## config.mk

```make
export PLATFORM = sky130hd
export DESIGN_NAME = isp_front_flat
export DESIGN_NICKNAME = d
export VERILOG_FILES = /design/src/hdl/isp_pkg.sv /design/src/hdl/isp_ifs.sv /design/src/hdl/isp_front.sv /design/src/flat_wrapper.sv
export SDC_FILE = /design/constraint.sdc
export NUM_CORES = 1
export LEC_CHECK = 0
export BUFFER_PORTS_ARGS = -buffer_cell sky130_fd_sc_hd__buf_2
export CAP_MARGIN = 5
export CORE_MARGIN = 2
export CORE_UTILIZATION = 55
export DETAILED_ROUTE_END_ITERATION = 7
export PLACE_DENSITY = 0.88
export SYNTH_ARGS = -nofsm -noshare
export SYNTH_HDL_FRONTEND = slang
export SYNTH_SLANG_ARGS = --single-unit
```

## constraint.sdc

```tcl
create_clock -name vclk -period 8
set_input_delay 0.8 -clock vclk [all_inputs]
set_output_delay 0.8 -clock vclk [all_outputs]
set_load 0.01 [all_outputs]
```

## src/hdl/isp_pkg.sv

```systemverilog
// shared types, constants and tables for the interrupted sinusoidal projection
package isp_pkg;

  localparam int ANGLE_FRAC_BITS = 28;
  localparam int WORK_FRAC_BITS  = 30;
  localparam int QSH             = WORK_FRAC_BITS - ANGLE_FRAC_BITS;

  localparam int QUEUE_DEPTH  = 4;
  localparam int HORNER_STEPS = 8;
  localparam int DIV_STEPS    = 31;

  // operation codes
  localparam logic OP_FWD = 1'b0;
  localparam logic OP_INV = 1'b1;

  typedef logic signed [35:0] isp_q30_t;

  localparam isp_q30_t ONE_Q   = 36'sd1073741824;
  localparam isp_q30_t PI2_Q   = 36'sd1686629713;
  localparam isp_q30_t PI_Q    = 36'sd3373259426;
  localparam isp_q30_t TWOPI_Q = 36'sd6746518852;
  localparam isp_q30_t SAT_MAX = 36'sd2147483647;
  localparam isp_q30_t SAT_MIN = -36'sd2147483648;

  localparam logic [63:0] PI2_Q61  = 64'h3243F6A8885A308D;
  localparam logic [63:0] PI_Q61   = 64'h6487ED5110B4611A;
  localparam logic [63:0] THR_HALF = PI2_Q61 >> (61 - ANGLE_FRAC_BITS);
  localparam logic [63:0] THR_PI   = PI_Q61 >> (61 - ANGLE_FRAC_BITS);

  // horner divisors (2k)(2k-1) for k = 8 down to 1, and floor(2^36 / m)
  localparam logic [7:0] HORNER_M [HORNER_STEPS] = '{
    8'd240, 8'd182, 8'd132, 8'd90, 8'd56, 8'd30, 8'd12, 8'd2
  };
  localparam logic [35:0] HORNER_RECIP [HORNER_STEPS] = '{
    36'((64'd1 << 36) / 64'd240), 36'((64'd1 << 36) / 64'd182),
    36'((64'd1 << 36) / 64'd132), 36'((64'd1 << 36) / 64'd90),
    36'((64'd1 << 36) / 64'd56),  36'((64'd1 << 36) / 64'd30),
    36'((64'd1 << 36) / 64'd12),  36'((64'd1 << 36) / 64'd2)
  };

  typedef struct packed {
    logic              op;
    logic signed [31:0] a;
    logic              fwd_rej;
    logic              b_neg;
    logic              neg;
    isp_q30_t          r1;
    isp_q30_t          dp;
    isp_q30_t          dm;
  } isp_ctx_t;

  typedef struct packed {
    logic full;
    logic empty;
  } isp_qstat_t;

  typedef struct packed {
    logic                 op;
    logic signed [31:0]   a;
    logic                 ok;
    logic                 negq;
    logic                 west;
    isp_q30_t             fx30;
    logic [31:0]          c;
    logic [31:0]          rem;
    logic [DIV_STEPS-1:0] num;
    logic [DIV_STEPS-1:0] quo;
  } isp_div_t;

endpackage

```

## src/hdl/isp_ifs.sv

```systemverilog
// handshake channel interfaces for input points and projected results
interface isp_in_if;
  logic               valid;
  logic               ready;
  logic               operation;
  logic signed [31:0] coord_first;
  logic signed [31:0] coord_second;
  modport source (output valid, operation, coord_first, coord_second, input ready);
  modport sink (input valid, operation, coord_first, coord_second, output ready);
endinterface


```

## src/hdl/isp_front.sv

```systemverilog
// front end: takes transactions, checks the forward domain, prepares angles for the queue
module isp_front (
  isp_in_if.sink                  in_ch,
  input  isp_pkg::isp_qstat_t     qstat,
  output logic                    push,
  output isp_pkg::isp_ctx_t       entry
);

  logic [32:0]       abs_a;
  logic [32:0]       abs_b;
  isp_pkg::isp_q30_t aq;
  isp_pkg::isp_q30_t dq;

  assign in_ch.ready = !qstat.full;
  assign push        = in_ch.valid && !qstat.full;

  always_comb begin
    abs_a = in_ch.coord_first[31] ? 33'(-$signed({in_ch.coord_first[31], in_ch.coord_first}))
                                  : 33'(in_ch.coord_first);
    abs_b = in_ch.coord_second[31] ? 33'(-$signed({in_ch.coord_second[31], in_ch.coord_second}))
                                   : 33'(in_ch.coord_second);
    aq = 36'(in_ch.coord_first) <<< isp_pkg::QSH;
    dq = 36'(in_ch.coord_second) <<< isp_pkg::QSH;

    entry.op      = in_ch.operation;
    entry.a       = in_ch.coord_first;
    entry.fwd_rej = (abs_a > isp_pkg::THR_HALF[32:0]) || (abs_b > isp_pkg::THR_PI[32:0]);
    entry.b_neg   = in_ch.coord_second[31];
    entry.neg     = 1'b0;
    // truncating remainder by 2*pi; one subtraction suffices for this input range
    if (aq >= isp_pkg::TWOPI_Q) begin
      entry.r1 = aq - isp_pkg::TWOPI_Q;
    end else if (aq <= -isp_pkg::TWOPI_Q) begin
      entry.r1 = aq + isp_pkg::TWOPI_Q;
    end else begin
      entry.r1 = aq;
    end
    entry.dp = dq + isp_pkg::PI2_Q;
    entry.dm = dq - isp_pkg::PI2_Q;
  end

endmodule

```

## src/flat_wrapper.sv

```systemverilog
// flat-port wrapper written by rule: the top's interface ports become plain ports
module isp_front_flat 
  (qstat, push, entry, in_ch_valid, in_ch_operation, in_ch_coord_first, in_ch_coord_second, in_ch_ready);
  isp_in_if in_ch_i ();
  input  isp_pkg::isp_qstat_t qstat;
  output logic push;
  output isp_pkg::isp_ctx_t entry;
  input wire logic [$bits(in_ch_i.valid)-1:0] in_ch_valid;
  input wire logic [$bits(in_ch_i.operation)-1:0] in_ch_operation;
  input wire logic [$bits(in_ch_i.coord_first)-1:0] in_ch_coord_first;
  input wire logic [$bits(in_ch_i.coord_second)-1:0] in_ch_coord_second;
  output wire logic [$bits(in_ch_i.ready)-1:0] in_ch_ready;
  assign in_ch_i.valid = in_ch_valid;
  assign in_ch_i.operation = in_ch_operation;
  assign in_ch_i.coord_first = in_ch_coord_first;
  assign in_ch_i.coord_second = in_ch_coord_second;
  assign in_ch_ready = in_ch_i.ready;
  isp_front u_core (.in_ch(in_ch_i), .qstat(qstat), .push(push), .entry(entry));
endmodule
```

# Word-level counts from Yosys, hierarchy flattened
# Index checks and enable logic that the tools add are counted.
[word_totals]
word_cells = 17
register_bits = 0
[op_classes]
magnitude_cmp = 4
reduce_logical = 3
n_addsub = 6
mux = 4
[op_table]
columns = ["cell", "count"]
rows = [
  ["36-bit two-way mux", 2],
  ["33-bit two-way mux", 2],
  ["32-bit negator with 33-bit output", 2],
  ["34-bit by 32-bit adder with 35-bit output, second input constant", 1],
  ["34-bit by 34-bit adder with 35-bit output, second input constant", 1],
  ["34-bit by 32-bit subtractor with 35-bit output, second input constant", 1],
  ["34-bit by 34-bit subtractor with 35-bit output, second input constant", 1],
  ["34-bit greater-or-equal comparator, second input constant", 1],
  ["34-bit less-or-equal comparator, second input constant", 1],
  ["33-bit by 29-bit greater-than comparator with 1-bit output, second input constant", 1],
  ["33-bit by 30-bit greater-than comparator with 1-bit output, second input constant", 1],
  ["1-bit logical AND", 1],
  ["1-bit logical NOT", 1],
  ["1-bit logical OR", 1],
]

# Longest topological paths before layout
# Gate-level depths: netlist of run 1.
[depth]
word_depth = 4
depth_mapped = 13
ltp_nobuf = 11

# Least setup slack after synthesis of run 1
# Ideal clock, no wire load.
[synth_timing]
path_type = "input to output"
startpoint = "input in_ch_coord_first[1]"
endpoint = "output entry[107] in the netlist's numbering"
n_path_buf = 3
required_time_ns = 7.200
arrival_ns = 3.393
path_stages = 13
slack_ns = 3.807
path_cell_list = "clkbuf_1 -> inv_1 -> ha_1 -> or3b_1 -> clkbuf_1 -> a21o_1 -> a21o_1 -> a31oi_1 -> nor2_1 -> o311a_1 -> nor3_1 -> a22o_1 -> buf_4"
[synth_rtl]
columns = ["element", "line_no", "text"]
rows = [
  ["start, declared", "flat_wrapper.sv:10", "input wire logic [$bits(in_ch_i.coord_first)-1:0] in_ch_coord_first;"],
  ["end, declared", "flat_wrapper.sv:7", "output isp_pkg::isp_ctx_t entry;"],
]

==> impl_results.rst, run 1 <==
.. list-table::
   :header-rows: 1

   * - Metric
     - Value
   * - # rows
     - 34
   * - Fill cell count
     - 869
   * - Via count of the first global-routing pass
     - 4,889
   * - Final count of hold timing violations
     - 0
   * - Sequential-to-total area share from yosys stat
     - 0%
   * - Count of flip-flops and latches
     - 0
   * - Proportion of power drawn by the clock network
     - 0%
   * - Maximum capacitance violations
     - 0
   * - Setup crit end kind
     - output pin
   * - Initial DRC count
     - 543
   * - Number of instances resized during post-cts repair
     - 0
   * - Total global routing track utilization
     - 27.0%
   * - Data required time of the critical path
     - 7.20 ns
   * - Path category of the worst min-delay check
     - in -> out
   * - Switching part of the total power
     - 61.2%
   * - Relative slew margins
     - 35.8%
   * - Die outline width
     - 98.7 um
   * - # IOs
     - 214
   * - DR vias
     - 6,045
   * - Nature of the critical path startpoint
     - primary input
   * - Overflow after GRT
     - 0
   * - Area delta synth->final
     - 10.0%
   * - Relative contribution of sequential cells to total power
     - 0%
   * - Number of port buffers
     - 204
   * - Top cell types by occurrence after synthesis
     - sky130_fd_sc_hd__nor2_1, sky130_fd_sc_hd__nand2_1, sky130_fd_sc_hd__clkbuf_1, sky130_fd_sc_hd__xnor2_1, sky130_fd_sc_hd__o21ai_0
   * - Area taken by multi-input logic gates
     - 4170 sq um
   * - Max-slew violation total from the final report
     - 0
   * - Number of endpoints failing setup at the final stage
     - 0
   * - Initial core utilization
     - 56.6%
   * - Ant diodes
     - 0
   * - Switching power
     - 0.190 mW
   * - Post-route clock period utilization
     - 64.1%
   * - DRT Pass-1 Iters
     - 5
   * - Mean instance size in the synthesized netlist
     - 6.30 sq um
   * - CP arrival
     - 4.33 ns
   * - Final GP Congestion
     - 0.920
   * - Hold-fix buffers, CTS
     - 0
   * - Largest net degree at the start of global routing
     - 36
   * - Wire length of the first global-routing pass
     - 23,200 um
   * - Height of the chip
     - 98.7 um
   * - Max Clock Freq
     - 195 MHz
   * - Area share of the largest cell type after synthesis
     - 9.41%
   * - PD cells
     - 57.0 nW/um^2
   * - Cell taking the most area after synthesis
     - sky130_fd_sc_hd__xnor2_1
   * - Core area
     - 8720 sq um
   * - DP Wirelength
     - 11,300 um
   * - Min Tclk post-route
     - 5.13 ns
   * - Setup repair after global routing missed its margin
     - false
   * - Ys Warns
     - 0
   * - Post-Route Setup TNS
     - 0 ns
   * - Maximum fanout encountered on the critical timing path
     - 25
   * - Pint
     - 0.120 mW
   * - Post-synthesis instance area
     - 4930 sq um
   * - Most repeated cell in the gate-level netlist after synthesis
     - sky130_fd_sc_hd__nor2_1
   * - Number of clock-tree buffers in the layout
     - 0
   * - Wirelength per Cell
     - 14.8 um
   * - Synth cell types
     - 83
   * - DRC violation count after routing
     - 0
   * - Gate count after technology mapping
     - 783
   * - Fraction of layout instances using a drive strength above 1
     - 26.9%
   * - Final total power
     - 0.310 mW
   * - Post-CTS setup buffer count
     - 0
   * - Final nets
     - 950
   * - Setup CP Type
     - in -> out
   * - Area of all sequential standard cells
     - 0 sq um
   * - Maximum vdd ir drop
     - 0.0313 mV
   * - Static leakage
     - 2.26 nW
   * - Outcome
     - finished clean
   * - Antenna violations before repair
     - 0
   * - Actual transition at the worst max-transition pin
     - 0.963 ns
   * - Cell types with the largest area share after synthesis
     - sky130_fd_sc_hd__xnor2_1, sky130_fd_sc_hd__xor2_1, sky130_fd_sc_hd__buf_4
   * - Full die area
     - 9740 sq um
   * - Antenna violation net count after detailed routing
     - 0
   * - Wire length after detailed routing
     - 14,500 um
   * - Comb pwr share
     - 100.0%
   * - Via count normalized by instance count
     - 6.17
[power groups by stage]
| stage | Sequential, mW | Combinational [mW] | Clock, mW |
|---|---|---|---|
| after floorplan | 0 | 0.222 | 0 |
| after global placement | 0 | 0.302 | 0 |
| after detailed placement | 0 | 0.306 | 0 |
| after CTS | 0 | 0.307 | 0 |
| after global routing | 0 | 0.338 | 0 |
| final | 0 | 0.310 | 0 |
[placed cells by master (no fill, tap or decap), types with 8 or more instances in the layout]
cell	instances
sky130_fd_sc_hd__a21oi_1	41
sky130_fd_sc_hd__a31oi_1	11
sky130_fd_sc_hd__and2_1	8
sky130_fd_sc_hd__buf_2	204
sky130_fd_sc_hd__ha_1	8
sky130_fd_sc_hd__inv_1	25
sky130_fd_sc_hd__nand2_1	59
sky130_fd_sc_hd__nand3_1	28
sky130_fd_sc_hd__nand4_1	16
sky130_fd_sc_hd__nor2_1	72
sky130_fd_sc_hd__nor3_1	26
sky130_fd_sc_hd__nor4_1	20
sky130_fd_sc_hd__o211ai_1	9
sky130_fd_sc_hd__o21a_1	10
sky130_fd_sc_hd__o21ai_0	48
sky130_fd_sc_hd__o22ai_1	13
sky130_fd_sc_hd__o31ai_1	10
sky130_fd_sc_hd__or2_2	9
sky130_fd_sc_hd__or3_1	14
sky130_fd_sc_hd__xnor2_1	53
sky130_fd_sc_hd__xor2_1	42
[worst max-delay path, cell delays in order]
cell	delay (ns)
sky130_fd_sc_hd__buf_2	0.19
sky130_fd_sc_hd__o41a_1	0.41
sky130_fd_sc_hd__o21a_1	0.19
sky130_fd_sc_hd__o21a_1	0.20
sky130_fd_sc_hd__or2_2	0.29
sky130_fd_sc_hd__a21oi_1	0.31
sky130_fd_sc_hd__o21a_1	0.84
sky130_fd_sc_hd__inv_1	0.36
sky130_fd_sc_hd__a2bb2o_1	0.37
sky130_fd_sc_hd__xnor2_1	0.19
sky130_fd_sc_hd__buf_2	0.17
[per-stage QoR]
stage | hold WS (ns) | cell area, sq um | utilization (%) | cells | setup slack [ns]
floorplan | 1.64 | 4950 | - | 788 | 3.81
global placement | 1.60 | 5430 | 62.2 | 980 | 2.96
detailed placement | 1.60 | 5430 | 62.2 | 980 | 2.98
CTS | 1.60 | 5430 | 62.2 | 980 | 2.96
global route | 1.60 | 5430 | 62.2 | 980 | 2.76
finish | 1.60 | 5430 | 62.2 | 980 | 2.87
[final cells by class]
type / count / share of cell area, %
multi-input combinational: 642 / 76.9
timing repair buffer: 204 / 18.8
tap: 108 / 2.49
inverter: 26 / 1.80
[path summary, 6_finish.rpt]
path  slack [ns]  depth (start not counted)                 start    endpoint
min         1.60                          0       in_ch_operation  entry[143]
max         2.87                         11  in_ch_coord_first[3]   entry[98]
[layer usage]
metal / wire length (um) / vias up / track usage [%]
met1: 6420 / 2752 / 39.7
met3: 1150 / 18 / 1.13
met4: 243 / 0 / 5.58
met5: 0 / - / 0
li1: - / 2972 / -
met2: 6660 / 303 / 44.0
[logic make-up after synthesis]
logic type / synth area share [%]
AND/OR/NAND/NOR: 35.2
AO/OA/AOI/OAI: 29.1
buffers and inverters: 15.8
XOR/XNOR: 16.9
adder cells (fa/ha/maj): 2.03
multiplexers: 0.837
other: 0.152
Note: power is estimated with default switching activity, not from simulation.
==> inputs of run 2 (changes only) <==
--- a/config.mk
+++ b/config.mk
@@ -8,9 +8,9 @@
 export BUFFER_PORTS_ARGS = -buffer_cell sky130_fd_sc_hd__buf_2
 export CAP_MARGIN = 5
 export CORE_MARGIN = 2
-export CORE_UTILIZATION = 55
+export CORE_UTILIZATION = 46
 export DETAILED_ROUTE_END_ITERATION = 7
-export PLACE_DENSITY = 0.88
+export PLACE_DENSITY = 0.78
 export SYNTH_ARGS = -nofsm -noshare
 export SYNTH_HDL_FRONTEND = slang
 export SYNTH_SLANG_ARGS = --single-unit
==> constraint.sdc (replaced) <==
create_clock -name vclk -period 4.3
set_input_delay 0.43 -clock vclk [all_inputs]
set_output_delay 0.43 -clock vclk [all_outputs]
set_load 0.01 [all_outputs]
==> run 2 against run 1 <==
Worst hold slack got worse by 0.74 ns. Worst setup slack got worse by 2.5 ns. Sequential share of layout area did not move. Die area rose by 19%. Critical endpoint is now entry[104]. Cell count rose by 3.8%. Global-route usage fell by 2.4 points. Clock-buffer cell count did not move. Flip-flop and latch count did not move. Total power rose by 88%.
==> impl_results.rst, run 2 (synthesis gave the netlist of run 1 again) <==
.. list-table::
   :header-rows: 1

   * - Metric
     - Value
   * - Maximum fanout encountered on the critical timing path
     - 11
   * - Area of all sequential standard cells
     - 0 sq um
   * - Setup CP Type
     - in -> out
   * - Via count of the first global-routing pass
     - 4,952
   * - Full die area
     - 11,600 sq um
   * - Area after DPL
     - 5530 sq um
   * - Setup repair after global routing missed its margin
     - false
   * - Nature of the critical path startpoint
     - primary input
   * - Final GP Congestion
     - 0.953
   * - DRC violation count after routing
     - 0
   * - # rows
     - 37
   * - Number of instances resized during post-cts repair
     - 0
   * - Worst Hold Launch
     - in_ch_operation
   * - Number of port buffers
     - 204
   * - DRT Pass-1 Iters
     - 5
   * - Min Tclk post-route
     - 3.96 ns
   * - Post-CTS setup buffer count
     - 0
   * - Final count of hold timing violations
     - 0
   * - Core area
     - 10,400 sq um
   * - Static leakage
     - 2.31 nW
   * - Number of clock-tree buffers in the layout
     - 0
   * - Most common library cell in the layout ignoring fill and taps
     - sky130_fd_sc_hd__buf_2
   * - # IOs
     - 214
   * - Antenna violation net count after detailed routing
     - 0
   * - Actual transition at the worst max-transition pin
     - 0.663 ns
   * - Overflow after GRT
     - 0
   * - Outcome
     - finished clean
   * - Critical path origin
     - in_ch_coord_first[0]
   * - Smallest hold slack
     - 0.860 ns
   * - Path category of the worst min-delay check
     - in -> out
   * - Ant diodes
     - 0
   * - Initial DRC count
     - 600
   * - Cells after DPL
     - 1,017
   * - Largest net degree at the start of global routing
     - 36
   * - Initial core utilization
     - 47.6%
   * - Wire length of the first global-routing pass
     - 24,500 um
   * - DP Wirelength
     - 11,900 um
   * - Share of the core filled with cells in the final layout
     - 53.3%
   * - Relative slew margins
     - 55.4%
   * - Hold-fix buffers, CTS
     - 0
   * - CP arrival
     - 3.53 ns
   * - Fraction of layout instances using a drive strength above 1
     - 27.7%
   * - Number of endpoints failing setup at the final stage
     - 0
   * - Height of the chip
     - 108 um
   * - Fill cell count
     - 1,107
   * - Via count normalized by instance count
     - 5.96
   * - Count of flip-flops and latches
     - 0
   * - Wire length after detailed routing
     - 15,400 um
   * - Area taken by multi-input logic gates
     - 4170 sq um
   * - Commonest cells after routing, fill and taps aside
     - sky130_fd_sc_hd__buf_2, sky130_fd_sc_hd__nor2_1, sky130_fd_sc_hd__nand2_1
   * - PD cells
     - 105 nW/um^2
   * - Area delta synth->final
     - 12.1%
   * - Non-Filler Cell Area, Final
     - 5530 sq um
   * - Antenna violations before repair
     - 0
   * - Setup crit end kind
     - output pin
   * - Maximum vdd ir drop
     - 0.0519 mV
   * - Data required time of the critical path
     - 3.87 ns
   * - Wirelength per Cell
     - 15.1 um
   * - DR vias
     - 6,059
   * - Die outline width
     - 108 um
   * - Max Clock Freq
     - 253 MHz
   * - Final instance count without filler cells
     - 1,017
   * - Max-slew violation total from the final report
     - 0
   * - Final nets
     - 959
   * - Post-Route Setup TNS
     - 0 ns
   * - Maximum capacitance violations
     - 0
   * - Total global routing track utilization
     - 24.6%
   * - Post-route clock period utilization
     - 92.0%
[run 2: cell types whose count changed in the layout (fill, tap and decap cells not counted), sizes merged]
cell	previous run	this run
buf	204	213
[run 2: power by group]
part | leakage [nW] | switching, mW | internal, mW | total (mW)
registers | 0 | 0 | 0 | 0
clock network | 0 | 0 | 0 | 0
logic | 2.31 | 0.357 | 0.226 | 0.583
total | 2.31 | 0.357 | 0.226 | 0.583
[run 2: critical path, cell delays in order]
cell	delay (ns)
sky130_fd_sc_hd__buf_2	0.16
sky130_fd_sc_hd__inv_1	0.13
sky130_fd_sc_hd__ha_1	0.18
sky130_fd_sc_hd__or3b_1	0.43
sky130_fd_sc_hd__a21o_1	0.22
sky130_fd_sc_hd__a21o_1	0.22
sky130_fd_sc_hd__a31oi_1	0.40
sky130_fd_sc_hd__nor2_1	0.17
sky130_fd_sc_hd__o311a_1	0.36
sky130_fd_sc_hd__nor3_1	0.30
sky130_fd_sc_hd__nor2_1	0.07
sky130_fd_sc_hd__a21oi_1	0.25
sky130_fd_sc_hd__buf_2	0.19
[run 2: worst paths after layout]
check	cells after the start	to	slack, ns
max	13	entry[104]	0.34
min	0	entry[143]	0.86
[run 2: layout make-up]
type | instances | area share [%]
timing repair buffer | 213 | 19.7
multi-input combinational | 642 | 75.5
tap | 136 | 3.08
inverter | 26 | 1.76
[run 2: through the flow]
stage | power [mW] | setup WS [ns]
after CTS | 0.581 | 0.435
after global routing | 0.640 | 0.0630
after detailed placement | 0.578 | 0.466
after floorplan | 0.413 | 0.847
final | 0.583 | 0.342
after global placement | 0.571 | 0.477
[run 2: routing by layer]
layer  vias to the layer above  track usage [%]  part of all wire, %
li1                       2990                -                    -
met1                      2779             36.2                   45
met2                       270             40.2                   46
met3                        20             1.15                  7.6
met4                         0             3.75                  1.4
met5                         -                0                    0
