$ cat config.mk
export PLATFORM = sky130hd
export DESIGN_NAME = isp_queue
export DESIGN_NICKNAME = d
export VERILOG_FILES = /design/src/hdl/isp_pkg.sv /design/src/hdl/isp_queue.sv
export SDC_FILE = /design/constraint.sdc
export NUM_CORES = 1
export LEC_CHECK = 0
export ABC_AREA = 0
export BUFFER_PORTS_ARGS = -buffer_cell sky130_fd_sc_hd__buf_2
export CORE_ASPECT_RATIO = 0.8
export CORE_MARGIN = 3
export CORE_UTILIZATION = 55
export CTS_BUF_LIST = sky130_fd_sc_hd__clkbuf_4 sky130_fd_sc_hd__clkbuf_8 sky130_fd_sc_hd__clkbuf_16
export DETAILED_ROUTE_END_ITERATION = 16
export GPL_ROUTABILITY_DRIVEN = 0
export GPL_TIMING_DRIVEN = 0
export PLACE_DENSITY = 0.77
export RECOVER_POWER = 25
export SLEW_MARGIN = 10
export SYNTH_ARGS = -nofsm -noshare
export SYNTH_HDL_FRONTEND = slang
export SYNTH_SLANG_ARGS = --single-unit
$ cat constraint.sdc
create_clock -name clk -period 4.88 [get_ports clk]
set_input_delay 0 -clock clk [delete_from_list [all_inputs] [get_ports clk]]
set_output_delay 0 -clock clk [all_outputs]
set_load 0.01 [all_outputs]
$ cat src/hdl/isp_pkg.sv
// shared types, constants and tables for the interrupted sinusoidal projection
package isp_pkg;

  localparam int ANGLE_FRAC_BITS = 28;
  localparam int WORK_FRAC_BITS  = 30;
  localparam int QSH             = WORK_FRAC_BITS - ANGLE_FRAC_BITS;

  localparam int QUEUE_DEPTH  = 4;
  localparam int HORNER_STEPS = 8;
  localparam int DIV_STEPS    = 31;

  // operation codes
  localparam logic OP_FWD = 1'b0;
  localparam logic OP_INV = 1'b1;

  typedef logic signed [35:0] isp_q30_t;

  localparam isp_q30_t ONE_Q   = 36'sd1073741824;
  localparam isp_q30_t PI2_Q   = 36'sd1686629713;
  localparam isp_q30_t PI_Q    = 36'sd3373259426;
  localparam isp_q30_t TWOPI_Q = 36'sd6746518852;
  localparam isp_q30_t SAT_MAX = 36'sd2147483647;
  localparam isp_q30_t SAT_MIN = -36'sd2147483648;

  localparam logic [63:0] PI2_Q61  = 64'h3243F6A8885A308D;
  localparam logic [63:0] PI_Q61   = 64'h6487ED5110B4611A;
  localparam logic [63:0] THR_HALF = PI2_Q61 >> (61 - ANGLE_FRAC_BITS);
  localparam logic [63:0] THR_PI   = PI_Q61 >> (61 - ANGLE_FRAC_BITS);

  // horner divisors (2k)(2k-1) for k = 8 down to 1, and floor(2^36 / m)
  localparam logic [7:0] HORNER_M [HORNER_STEPS] = '{
    8'd240, 8'd182, 8'd132, 8'd90, 8'd56, 8'd30, 8'd12, 8'd2
  };
  localparam logic [35:0] HORNER_RECIP [HORNER_STEPS] = '{
    36'((64'd1 << 36) / 64'd240), 36'((64'd1 << 36) / 64'd182),
    36'((64'd1 << 36) / 64'd132), 36'((64'd1 << 36) / 64'd90),
    36'((64'd1 << 36) / 64'd56),  36'((64'd1 << 36) / 64'd30),
    36'((64'd1 << 36) / 64'd12),  36'((64'd1 << 36) / 64'd2)
  };

  typedef struct packed {
    logic              op;
    logic signed [31:0] a;
    logic              fwd_rej;
    logic              b_neg;
    logic              neg;
    isp_q30_t          r1;
    isp_q30_t          dp;
    isp_q30_t          dm;
  } isp_ctx_t;

  typedef struct packed {
    logic full;
    logic empty;
  } isp_qstat_t;

  typedef struct packed {
    logic                 op;
    logic signed [31:0]   a;
    logic                 ok;
    logic                 negq;
    logic                 west;
    isp_q30_t             fx30;
    logic [31:0]          c;
    logic [31:0]          rem;
    logic [DIV_STEPS-1:0] num;
    logic [DIV_STEPS-1:0] quo;
  } isp_div_t;

endpackage

$ cat src/hdl/isp_queue.sv
// small fifo between the front end and the compute pipeline
module isp_queue #(
  parameter int DEPTH = isp_pkg::QUEUE_DEPTH
) (
  input  logic                clk,
  input  logic                rst_n,
  input  logic                push,
  input  isp_pkg::isp_ctx_t   wr_data,
  input  logic                pop,
  output isp_pkg::isp_ctx_t   rd_data,
  output isp_pkg::isp_qstat_t stat
);

  localparam int AW = (DEPTH > 1) ? $clog2(DEPTH) : 1;
  localparam int CW = $clog2(DEPTH + 1);

  isp_pkg::isp_ctx_t mem_r [DEPTH];
  logic [AW-1:0]     wr_ptr_r, wr_ptr_nxt;
  logic [AW-1:0]     rd_ptr_r, rd_ptr_nxt;
  logic [CW-1:0]     cnt_r, cnt_nxt;

  assign stat.full  = (cnt_r == CW'(DEPTH));
  assign stat.empty = (cnt_r == '0);
  assign rd_data    = mem_r[rd_ptr_r];

  always_comb begin
    wr_ptr_nxt = wr_ptr_r;
    rd_ptr_nxt = rd_ptr_r;
    cnt_nxt    = cnt_r;
    if (push) begin
      wr_ptr_nxt = (wr_ptr_r == AW'(DEPTH - 1)) ? '0 : wr_ptr_r + 1'b1;
    end
    if (pop) begin
      rd_ptr_nxt = (rd_ptr_r == AW'(DEPTH - 1)) ? '0 : rd_ptr_r + 1'b1;
    end
    if (push && !pop) begin
      cnt_nxt = cnt_r + 1'b1;
    end else if (pop && !push) begin
      cnt_nxt = cnt_r - 1'b1;
    end
  end

  always_ff @(posedge clk) begin
    if (!rst_n) begin
      wr_ptr_r <= '0;
      rd_ptr_r <= '0;
      cnt_r    <= '0;
    end else begin
      wr_ptr_r <= wr_ptr_nxt;
      rd_ptr_r <= rd_ptr_nxt;
      cnt_r    <= cnt_nxt;
    end
  end

  always_ff @(posedge clk) begin
    if (push) begin
      mem_r[wr_ptr_r] <= wr_data;
    end
  end

endmodule

* Word-level counts from Yosys, hierarchy flattened *
Memories as Yosys holds them, arrays and structs flattened. A register that Yosys moved wholly into a read port is not among the register bits.
Index checks and enable logic that the tools add are counted.

word-level totals
  register bits = 7
  RAM bits = 576
  word-level logic and storage cells = 25
  memories kept = 1

operators by class
  $add $sub $neg = 4
  eq/ne operators = 3
  mux-type cells = 8
  reductions and logical operators = 6

memories
  memory  depth  width  rd ports  clocked after memory_dff  wr ports  line             text
  mem_r   4      144    1         1                         1         isp_queue.sv:17  isp_pkg::isp_ctx_t mem_r [DEPTH];

operators by type and width
  operator               number
  $mux W2                4
  $mux W3                2
  $add A2 B1 Y2 const B  2
  $eq A2 B2 Y1 const B   2
  $add A3 B1 Y3 const B  1
  $eq A3 B3 Y1 const B   1
  $logic_not A3 Y1       1
  $sub A3 B1 Y3 const B  1
  $logic_and A1 B1 Y1    2
  $logic_not A1 Y1       2
  $mux W1                2
  $reduce_bool A2 Y1     1

* Logic depth before layout (Yosys ltp) *
Gate-level depths: netlist (run 1).

  depth after elaboration = 4
  depth in mapped cells = 7

* Worst setup path after synthesis (run 1) *
No wires, ideal clock.

  path kind = reg-to-reg
  from = reg wr_ptr_r[0]
  to = mem mem_r[0][0] (netlist name), enable pin
  library setup time = 520 ps
  arrival time = 3838 ps
  data required time = 4360 ps
  path slack = 522 ps
  stages on the path, launching flop included = 4
  period minus slack after synthesis = 4358 ps
  path through = dfxtp_1 -> inv_1 -> ha_1 -> and2_1

RTL lines
  element                   line             text
  start: declaration        isp_queue.sv:18  logic [AW-1:0] wr_ptr_r, wr_ptr_nxt;
  start signal: assignment  isp_queue.sv:49  wr_ptr_r <= wr_ptr_nxt;
  end: declaration          isp_queue.sv:17

Straight into the memory's write port.

==> out/qor.csv, run 1 <==
stage,metric,value,unit
setup_path,Startpoint Class,register,
routing,Via Count,10326,
timing,Final Max Tran Viols,0,
status,outcome,finished clean,
timing,period utilization,50.1,%
floorplan,total core area,37500,µm²
timing,Fin Setup TNS,0,ns
setup_path,CP peak stage delay,0.38,ns
clocking,post-cts resize count,0,
place,IO Port Bufs,293,
power_and_ir_drop,maximum vdd ir drop,0.414,mV
routing,Routed WL,44200,µm
yosys,"Seq/Total Area, Yosys",82.4,%
final_layout,layout cells sized above 1,35.1,%
timing,# setup viols final,0,
setup_path,Top Family by Delay on Critical Path,buffers and inverters,
clocking,CTS Buffer Depth,3,
clocking,Sink Count,585,
routing,drt first pass iters,5,
yosys,Synth Register Bits,585,
floorplan,top-level port count,294,
timing,Fmax,409,MHz
grt,Total GRT Usage,21.8,%
setup_path,CP max stage cell,buf_2,
routing,post-route ant nets,0,
clocking,CTS tree,yes,
power_and_ir_drop,P_leak,8.94,nW
setup_path,Crit. End Element,output port,
setup_path,Worst Path Buf+Inv,4,
timing,RSZ-0062 raised after global routing,no,
routing,DR vias/cell,5.63,
setup_path,CP required,4.88,ns
grt,met1 GRT Util,28.8,%
grt,M3 GR Usage,5.90,%
place,hpwl dp,24900,µm
floorplan,Rows,63,
worst_hold_path,Hold Crit Depth,2,
grt,GRT overflow,0,
clocking,total CTS buffers,54,
clocking,post-CTS setup buffers,0,
setup_path,flop2flop setup slack,2.85,ns
clocking,H-tree Lvls,2,
setup_path,critical path cell sequence,buf_2 > buf_2 > buf_2 > mux4_2 > buf_2,
routing,drc violations,0,
setup_path,R2R depth,3,
grt,number of global-route vias before repair,11129,
place,Place WS,2.86,ns
grt,GR Layer Usage met2,36.5,%
routing,WL per Instance,24.1,µm
setup_path,CP Depth,5,
grt,initial antenna violation count,2,
final_layout,final non-filler cell total,1835,
yosys,Unique masters post-synth,22,
routing,Initial DRC Count,818,
floorplan,Starting Density,56.5,%
yosys,Mapped Cells,796,
floorplan,die width,225,µm
floorplan,height of the die,182,µm
yosys,Mapped Nets,951,
setup_path,CP Max Fanout,10,
job,Max Cap Viol,0,
timing,Slew headroom,44.4,%
timing,Period minus WS final,2.45,ns
timing,final hold vios,0,
setup_path,kind of critical path,register to output port,
grt,largest net degree at the start of global routing,54,
final_layout,Final Cell Area,26700,µm²
clocking,Clock Latency Late Sink,0.57,ns
timing,worst-margin pin slew,0.835,ns
yosys,synthesized area per cell,26.6,µm²
clocking,root buffer cell,clkbuf_16,
final_layout,nets,1457,
place,placed cell areas,23500,µm²
setup_path,crit-path most repeated cell,buf_2,
timing,final hold slack,0.207,ns
clocking,clock edge transition at the registers on the reported setup and hold paths,0.06,ns
timing,final worst-path setup slack,2.43,ns
floorplan,DIE AREA,40900,µm²
setup_path,"Arr. time, crit path",2.45,ns
final_layout,Area Growth Syn to Fin,25.9,%
place,DP Cell Count,1585,
power_and_ir_drop,P per Cell Area,415,nW/µm²
timing,Layout Skew,0.0217,ns
yosys,yosys warns,0,
yosys,Post-Synthesis Cell Area,21200,µm²
grt,first-pass GRT wire length,67200,µm
worst_hold_path,worst hold path class,input pin to register,
clocking,hold_buf cts,148,
grt,GR peak layer,met2,
==> final cells by class <==
cell class              instances  area [µm²]
clock buffers                  60        1410
diodes                          2        5.00
multi-input cells             175        3520
well taps                     487         609
flip-flops and latches        585       17500
fillers                      2171       10800
plain buffers                  32         200
inverters                       4        15.0
repair buffers                450        3080
clock inverters                40         375
==> cell usage in the layout, fill, tap and decap left out, types with 2 or more instances in the layout <==
master,count
and2_4,4
nor2b_1,5
dfxtp_1,9
clkbuf_16,55
clkinv_1,16
ha_1,6
clkinvlp_4,5
mux4_2,144
dlygate4sd3_1,148
bufinv_16,7
inv_1,4
buf_1,3
nor3_1,2
diode_2,2
clkbuf_4,5
clkbuf_1,91
mux2i_1,4
edfxtp_1,576
buf_2,223
clkinv_2,10
buf_6,8
buf_16,8
==> worst reg2reg max path, cell delays in order, from the launching register on <==
cell and delay, ns:
dfxtp_1 0.41, ha_1 0.19, and2_4 0.68, buf_16 0.38
==> Yosys cell counts <==
cell / n / share of area [%]
a21boi_0: 1 / 0.035
and2_1: 5 / 0.15
buf_1: 3 / 0.053
buf_2: 16 / 0.38
buf_6: 8 / 0.42
clkbuf_1: 5 / 0.089
dfxtp_1: 9 / 0.85
edfxtp_1: 576 / 82
fa_1: 1 / 0.094
ha_1: 6 / 0.35
inv_1: 4 / 0.071
mux2i_1: 4 / 0.19
mux4_2: 144 / 15
nor2_1: 1 / 0.018
nor2b_1: 5 / 0.15
nor3_1: 2 / 0.047
nor3b_1: 1 / 0.035
o21a_1: 1 / 0.035
o21ai_0: 1 / 0.024
or3_1: 1 / 0.030
xnor2_1: 1 / 0.041
xor2_1: 1 / 0.041
==> flip-flops by register name, summed over array words and instances, names as in the netlist, named ones only <==
signal and flops:
mem_r 576, cnt_r 3, wr_ptr_r 2, rd_ptr_r 2
==> path summary, 6_finish.rpt <==
path                             from                       to
min                      wr_data[143]  mem_r[1][143]$_DFFE_PP_
min reg2reg     cnt_r[2]$_SDFFE_PN0P_    cnt_r[2]$_SDFFE_PN0P_
max reg2reg  wr_ptr_r[0]$_SDFFE_PN0P_   mem_r[3][90]$_DFFE_PP_
max                          register             rd_data[118]
==> report_power, final <==
part	internal [W]	total, W	switching, W
clock network	0.00245	0.00421	0.00175
registers	0.00576	0.00582	0.0000576
logic	0.000497	0.00105	0.000557
total	0.00871	0.0111	0.00237
==> metrics by stage <==
stage / total power, W / util, %
finish: 0.0111 / 71.1
floorplan: 0.00646 / -
global route: 0.0115 / 71.1
global placement: 0.00688 / 62.0
CTS: 0.0112 / 71.4
detailed placement: 0.00688 / 62.7
==> metal layers <==
| layer | vias up | part of all wire [%] |
|---|---|---|
| met5 | - | 0 |
| met4 | 0 | 2.2 |
| met3 | 74 | 8.2 |
| met2 | 407 | 52 |
| met1 | 5377 | 38 |
| li1 | 4468 | - |
==> logic make-up (layout without fill, tap and decap cells) <==
group / after synthesis / after routing / share of synthesized area [%]
other cells: 0 / 2 / 0
xor+xnor: 2 / 2 / 0.0826
mux: 148 / 148 / 15.5
compound gates: 3 / 3 / 0.0944
simple gates: 15 / 15 / 0.425
buf+inv: 36 / 586 / 1.02
fa+ha+maj: 7 / 7 / 0.449
flops: 585 / 585 / 82.4
Note: power is estimated with default switching activity, not from simulation.
==> inputs of run 2 (changes only) <==
clock period = 2.48 ns   (was 4.88 ns; I/O delays follow)
==> run 2 against run 1 <==
  * Cell count increased by 0.33%
  * Sequential share of layout area decreased by 0.15 points
  * Worst setup slack got worse by 2.3 ns
  * Clock-buffer cell count increased by 3
  * Critical path type unchanged
  * Highest routed layer is now met5
==> out/qor.csv, run 2 (synthesis gave the netlist of run 1 again) <==
stage,metric,value,unit
final_layout,Multi-input gate area,3520,µm²
floorplan,top-level port count,294,
clocking,clock edge transition at the registers on the reported setup and hold paths,0.06,ns
clocking,Clock Latency Late Sink,0.58,ns
timing,Fin Setup TNS,0,ns
clocking,post-CTS setup buffers,0,
setup_path,kind of critical path,register to output port,
final_layout,register area,17500,µm²
clocking,CTS Buffer Depth,3,
grt,GRT overflow,0,
final_layout,Top Registers,"mem_r (576), cnt_r (3)",
routing,drt first pass iters,5,
floorplan,DIE AREA,40900,µm²
place,IO Port Bufs,293,
final_layout,fill count,2187,
routing,Via Count,10412,
power_and_ir_drop,power share of the clock group,37.9,%
worst_hold_path,worst hold path class,input pin to register,
grt,number of global-route vias before repair,11173,
timing,worst-margin pin slew,0.673,ns
setup_path,critical path cell sequence,buf_2 > buf_4 > buf_2 > mux4_2 > buf_2,
final_layout,most frequent cells in the layout,"edfxtp_1, buf_2, dlygate4sd3_1",
grt,first-pass GRT wire length,68300,µm
timing,RSZ-0062 raised after global routing,no,
floorplan,Rows,63,
timing,Fmax,429,MHz
setup_path,Crit. End Element,output port,
floorplan,height of the die,182,µm
power_and_ir_drop,Pwr Total,0.0218,W
final_layout,largest register by flop count,mem_r,
clocking,root buffer cell,clkbuf_16,
setup_path,CP max stage cell,mux4_2,
final_layout,max FFs per register,576,
routing,Initial DRC Count,727,
clocking,Sink Count,585,
setup_path,CP peak stage delay,0.38,ns
power_and_ir_drop,internal cell power,0.0171,W
timing,Slew headroom,55.1,%
clocking,total CTS buffers,55,
setup_path,Startpoint Class,register,
final_layout,"most common cell after layout, fill and taps aside",edfxtp_1,
timing,period utilization,94.0,%
timing,# setup viols final,0,
status,outcome,finished clean,
power_and_ir_drop,Reg power frac,52.5,%
setup_path,crit-path most repeated cell,buf_2,
place,hpwl dp,26000,µm
power_and_ir_drop,P_leak,8.97,nW
grt,initial antenna violation count,5,
power_and_ir_drop,Psw,0.00471,W
power_and_ir_drop,P per Cell Area,815,nW/µm²
floorplan,total core area,37500,µm²
timing,final hold vios,0,
setup_path,CP required,2.48,ns
setup_path,flop2flop setup slack,0.45,ns
routing,drc violations,0,
job,Max Cap Viol,0,
timing,Final Max Tran Viols,0,
routing,WL per Instance,24.3,µm
routing,DR vias/cell,5.66,
setup_path,CP Max Fanout,10,
setup_path,"Arr. time, crit path",2.33,ns
floorplan,Starting Density,56.5,%
clocking,H-tree Lvls,2,
grt,largest net degree at the start of global routing,55,
timing,Layout Skew,0.0197,ns
timing,final hold slack,0.170,ns
routing,Routed WL,44800,µm
power_and_ir_drop,switching part of the total,21.6,%
final_layout,end-of-flow core utilization,71.3,%
final_layout,nets,1460,
final_layout,layout cells sized above 1,35.6,%
grt,Total GRT Usage,22.3,%
power_and_ir_drop,maximum vdd ir drop,0.642,mV
routing,post-route ant nets,0,
timing,Period minus WS final,2.33,ns
final_layout,Area Growth Syn to Fin,26.2,%
floorplan,die width,225,µm
power_and_ir_drop,Logic pwr share,9.6,%
clocking,CTS tree,yes,
## run 2: stage by stage
stage	area, µm²	setup WS, ns	instances
floorplan	21200	0.464	796
global placement	23300	-0.313	1576
detailed placement	23600	0.454	1588
CTS	26800	0.00889	1836
global route	26800	0.0106	1840
finish	26800	0.148	1841
## run 2: path summary, 6_finish.rpt
| path | start | endpoint | cells past startpoint |
|---|---|---|---|
| min reg2reg | cnt_r[2]$_SDFFE_PN0P_ | cnt_r[2]$_SDFFE_PN0P_ | 2 |
| max | register | rd_data[111] | 5 |
| min | wr_data[128] | mem_r[0][128]$_DFFE_PP_ | 2 |
| max reg2reg | wr_ptr_r[0]$_SDFFE_PN0P_ | mem_r[3][87]$_DFFE_PP_ | 4 |
## run 2: layout make-up
cell class / instances / area share [%]
multi-input cells: 175 / 13.1
diodes: 5 / 0.0468
well taps: 487 / 2.28
plain buffers: 32 / 0.776
clock buffers: 63 / 5.50
clock inverters: 38 / 1.18
flip-flops and latches: 585 / 65.3
repair buffers: 452 / 11.7
inverters: 4 / 0.0561
## run 2: worst max-delay path: cells and delay by family (launching register included)
family	cells	cell delay, ns
buffers and inverters	4	1.05
muxes	1	0.38
DFF	1	0.30
## run 2: power by group through the flow
stage / Combinational (W) / Clock [W] / Sequential (W)
2_1_floorplan: 0.00105 / 0 / 0.0116
3_3_place_gp: 0.00182 / 0 / 0.0116
3_5_place_dp: 0.00192 / 0 / 0.0116
4_1_cts: 0.00213 / 0.00839 / 0.0114
5_1_grt: 0.00225 / 0.00880 / 0.0115
6_report: 0.00209 / 0.00826 / 0.0114
## run 2: metal layers
metal	GRT usage, %	vias to the layer above	wire length (µm)
met5	0	-	13
met2	37.1	469	22800
met3	6.27	89	3940
met1	29.0	5363	16800
li1	-	4489	-
met4	6.81	2	1200
## run 2: what timing repair did
action,4_1_cts,5_1_grt
hold endpoints to repair,585,0
hold buffers,147,0
gates resized for setup,1,7
endpoints found under the setup margin,22,21
==> inputs of run 3 (changes only) <==
BUFFER_PORTS_ARGS = -buffer_cell sky130_fd_sc_hd__buf_4   (was -buffer_cell sky130_fd_sc_hd__buf_2)
==> run 3 against run 2 <==
  * Critical path depth decreased by 1
  * Highest routed layer unchanged
  * Worst hold slack improved by 0.024 ns
  * Clock skew fell by 0.0065 ns
  * Utilization rose by 0.89 points
  * Cell count shrank 0.38%
  * Die area unchanged
==> out/qor.csv, run 3 (synthesis gave the netlist of run 1 again) <==
stage,metric,value,unit
timing,period utilization,94.2,%
power_and_ir_drop,internal cell power,0.0169,W
power_and_ir_drop,switching part of the total,21.6,%
timing,Slew headroom,49.9,%
floorplan,DIE AREA,40900,µm²
clocking,Sink Count,585,
clocking,CTS tree,yes,
routing,WL per Instance,24.5,µm
clocking,CTS Buffer Depth,3,
job,Max Cap Viol,0,
power_and_ir_drop,P_leak,9.08,nW
setup_path,Crit. End Element,output port,
grt,largest net degree at the start of global routing,56,
setup_path,CP required,2.48,ns
grt,initial antenna violation count,5,
setup_path,Startpoint Class,register,
clocking,clock edge transition at the registers on the reported setup and hold paths,0.06,ns
power_and_ir_drop,power share of the clock group,36.2,%
floorplan,top-level port count,294,
routing,post-route ant nets,0,
grt,Total GRT Usage,22.4,%
setup_path,CP peak stage delay,0.55,ns
worst_hold_path,worst hold path class,input pin to register,
place,DP Cell Count,1586,
power_and_ir_drop,Reg power frac,53.1,%
grt,first-pass GRT wire length,68800,µm
setup_path,"Arr. time, crit path",2.34,ns
final_layout,"most common cell after layout, fill and taps aside",edfxtp_1,
final_layout,Area Growth Syn to Fin,27.8,%
worst_hold_path,Hold Crit Depth,2,
final_layout,max FFs per register,576,
setup_path,critical path cell sequence,buf_2 > clkbuf_1 > mux4_2 > buf_4,
routing,drc violations,0,
setup_path,kind of critical path,register to output port,
setup_path,R2R depth,4,
floorplan,Rows,63,
final_layout,Top Registers,"mem_r (576), cnt_r (3)",
timing,Period minus WS final,2.34,ns
timing,RSZ-0062 raised after global routing,no,
place,placed cell areas,24300,µm²
timing,worst-margin pin slew,0.752,ns
timing,Final Max Tran Viols,0,
final_layout,final non-filler cell total,1834,
clocking,Clock Latency Late Sink,0.57,ns
power_and_ir_drop,P per Cell Area,795,nW/µm²
timing,final hold slack,0.195,ns
final_layout,nets,1456,
clocking,H-tree Lvls,2,
routing,Routed WL,44900,µm
final_layout,layout cells sized above 1,35.3,%
routing,drt first pass iters,4,
clocking,total CTS buffers,53,
final_layout,Final Cell Area,27100,µm²
place,hpwl dp,25900,µm
timing,Fin Setup TNS,0,ns
final_layout,most frequent cells in the layout,"edfxtp_1, buf_4, dlygate4sd3_1",
floorplan,die width,225,µm
floorplan,total core area,37500,µm²
place,IO Port Bufs,293,
routing,Initial DRC Count,746,
timing,Layout Skew,0.0131,ns
setup_path,CP Max Fanout,10,
grt,number of global-route vias before repair,11246,
power_and_ir_drop,Logic pwr share,10.7,%
timing,# setup viols final,0,
setup_path,CP max stage cell,clkbuf_1,
floorplan,Starting Density,56.5,%
final_layout,fill count,2166,
clocking,root buffer cell,clkbuf_16,
status,outcome,finished clean,
power_and_ir_drop,Psw,0.00464,W
floorplan,height of the die,182,µm
routing,Via Count,10239,
timing,final hold vios,0,
routing,DR vias/cell,5.58,
power_and_ir_drop,maximum vdd ir drop,0.802,mV
timing,Fmax,428,MHz
grt,GRT overflow,0,
final_layout,largest register by flop count,mem_r,
## run 3: cell types whose count changed in the layout (fill, tap and decap cells not counted), sizes merged
cell | previous run | this run
clkbuf | 155 | 166
inv | 6 | 5
bufinv | 5 | 1
clkinv | 26 | 23
diode | 5 | 3
clkinvlp | 5 | 2
buf | 245 | 240
## run 3: metrics by stage
stage / worst slack, ns / util [%] / power [W]
6_report: 0.145 / 72.2 / 0.0215
5_1_grt: 0.0135 / 72.2 / 0.0223
4_1_cts: 0.0456 / 73.1 / 0.0217
3_5_place_dp: 0.408 / 64.7 / 0.0138
3_3_place_gp: -0.276 / 64.0 / 0.0137
2_1_floorplan: 0.464 / - / 0.0127
## run 3: final cells by class
class / count / area (µm²) / share of cell area [%]
multi-input combinational: 175 / 3520 / 13.0
buffer: 32 / 206 / 0.762
antenna: 3 / 7.51 / 0.0277
tap: 487 / 609 / 2.25
inverter: 4 / 15.0 / 0.0554
clock buffer: 71 / 1520 / 5.59
timing repair buffer: 450 / 3590 / 13.3
clock inverter: 27 / 153 / 0.564
sequential: 585 / 17500 / 64.5
## run 3: worst max-delay path, delay by kind of cell (launching register included)
kind	cells	cell delay [ns]
DFF	1	0.31
buffers and inverters	3	1.02
muxes	1	0.43
## run 3: final timing paths
check	from	endpoint	slack (ns)
worst max-delay path	register	rd_data[46]	0.14
worst min-delay path	wr_data[138]	mem_r[3][138]$_DFFE_PP_	0.19
worst max register to register	wr_ptr_r[0]$_SDFFE_PN0P_	mem_r[1][90]$_DFFE_PP_	0.39
worst min register to register	cnt_r[2]$_SDFFE_PN0P_	cnt_r[2]$_SDFFE_PN0P_	0.51
## run 3: timing repair
| action | 4_1_cts | 5_1_grt |
|---|---|---|
| setup endpoints to repair | 1 | 3 |
| gates resized for setup | 1 | 5 |
| endpoints found under the hold margin | 585 | 0 |
| hold buffers | 147 | 0 |
| setup buffers | 0 | 0 |
## run 3: metal layers
metal  track usage, %  share of wire, %  vias to the layer above
li1                 -                 -                     4479
met1             28.5                38                     5285
met2             38.1                51                      379
met3             6.47               7.9                       92
met4             6.91               3.1                        4
met5                0             0.047                        -
## run 3: power by group through the flow
stage               Clock, W  Sequential (W)  Combinational (W)
CTS                  0.00790          0.0114            0.00238
detailed placement         0          0.0116            0.00216
floorplan                  0          0.0116            0.00105
finish               0.00778          0.0114            0.00230
global placement           0          0.0116            0.00207
global route         0.00833          0.0115            0.00246
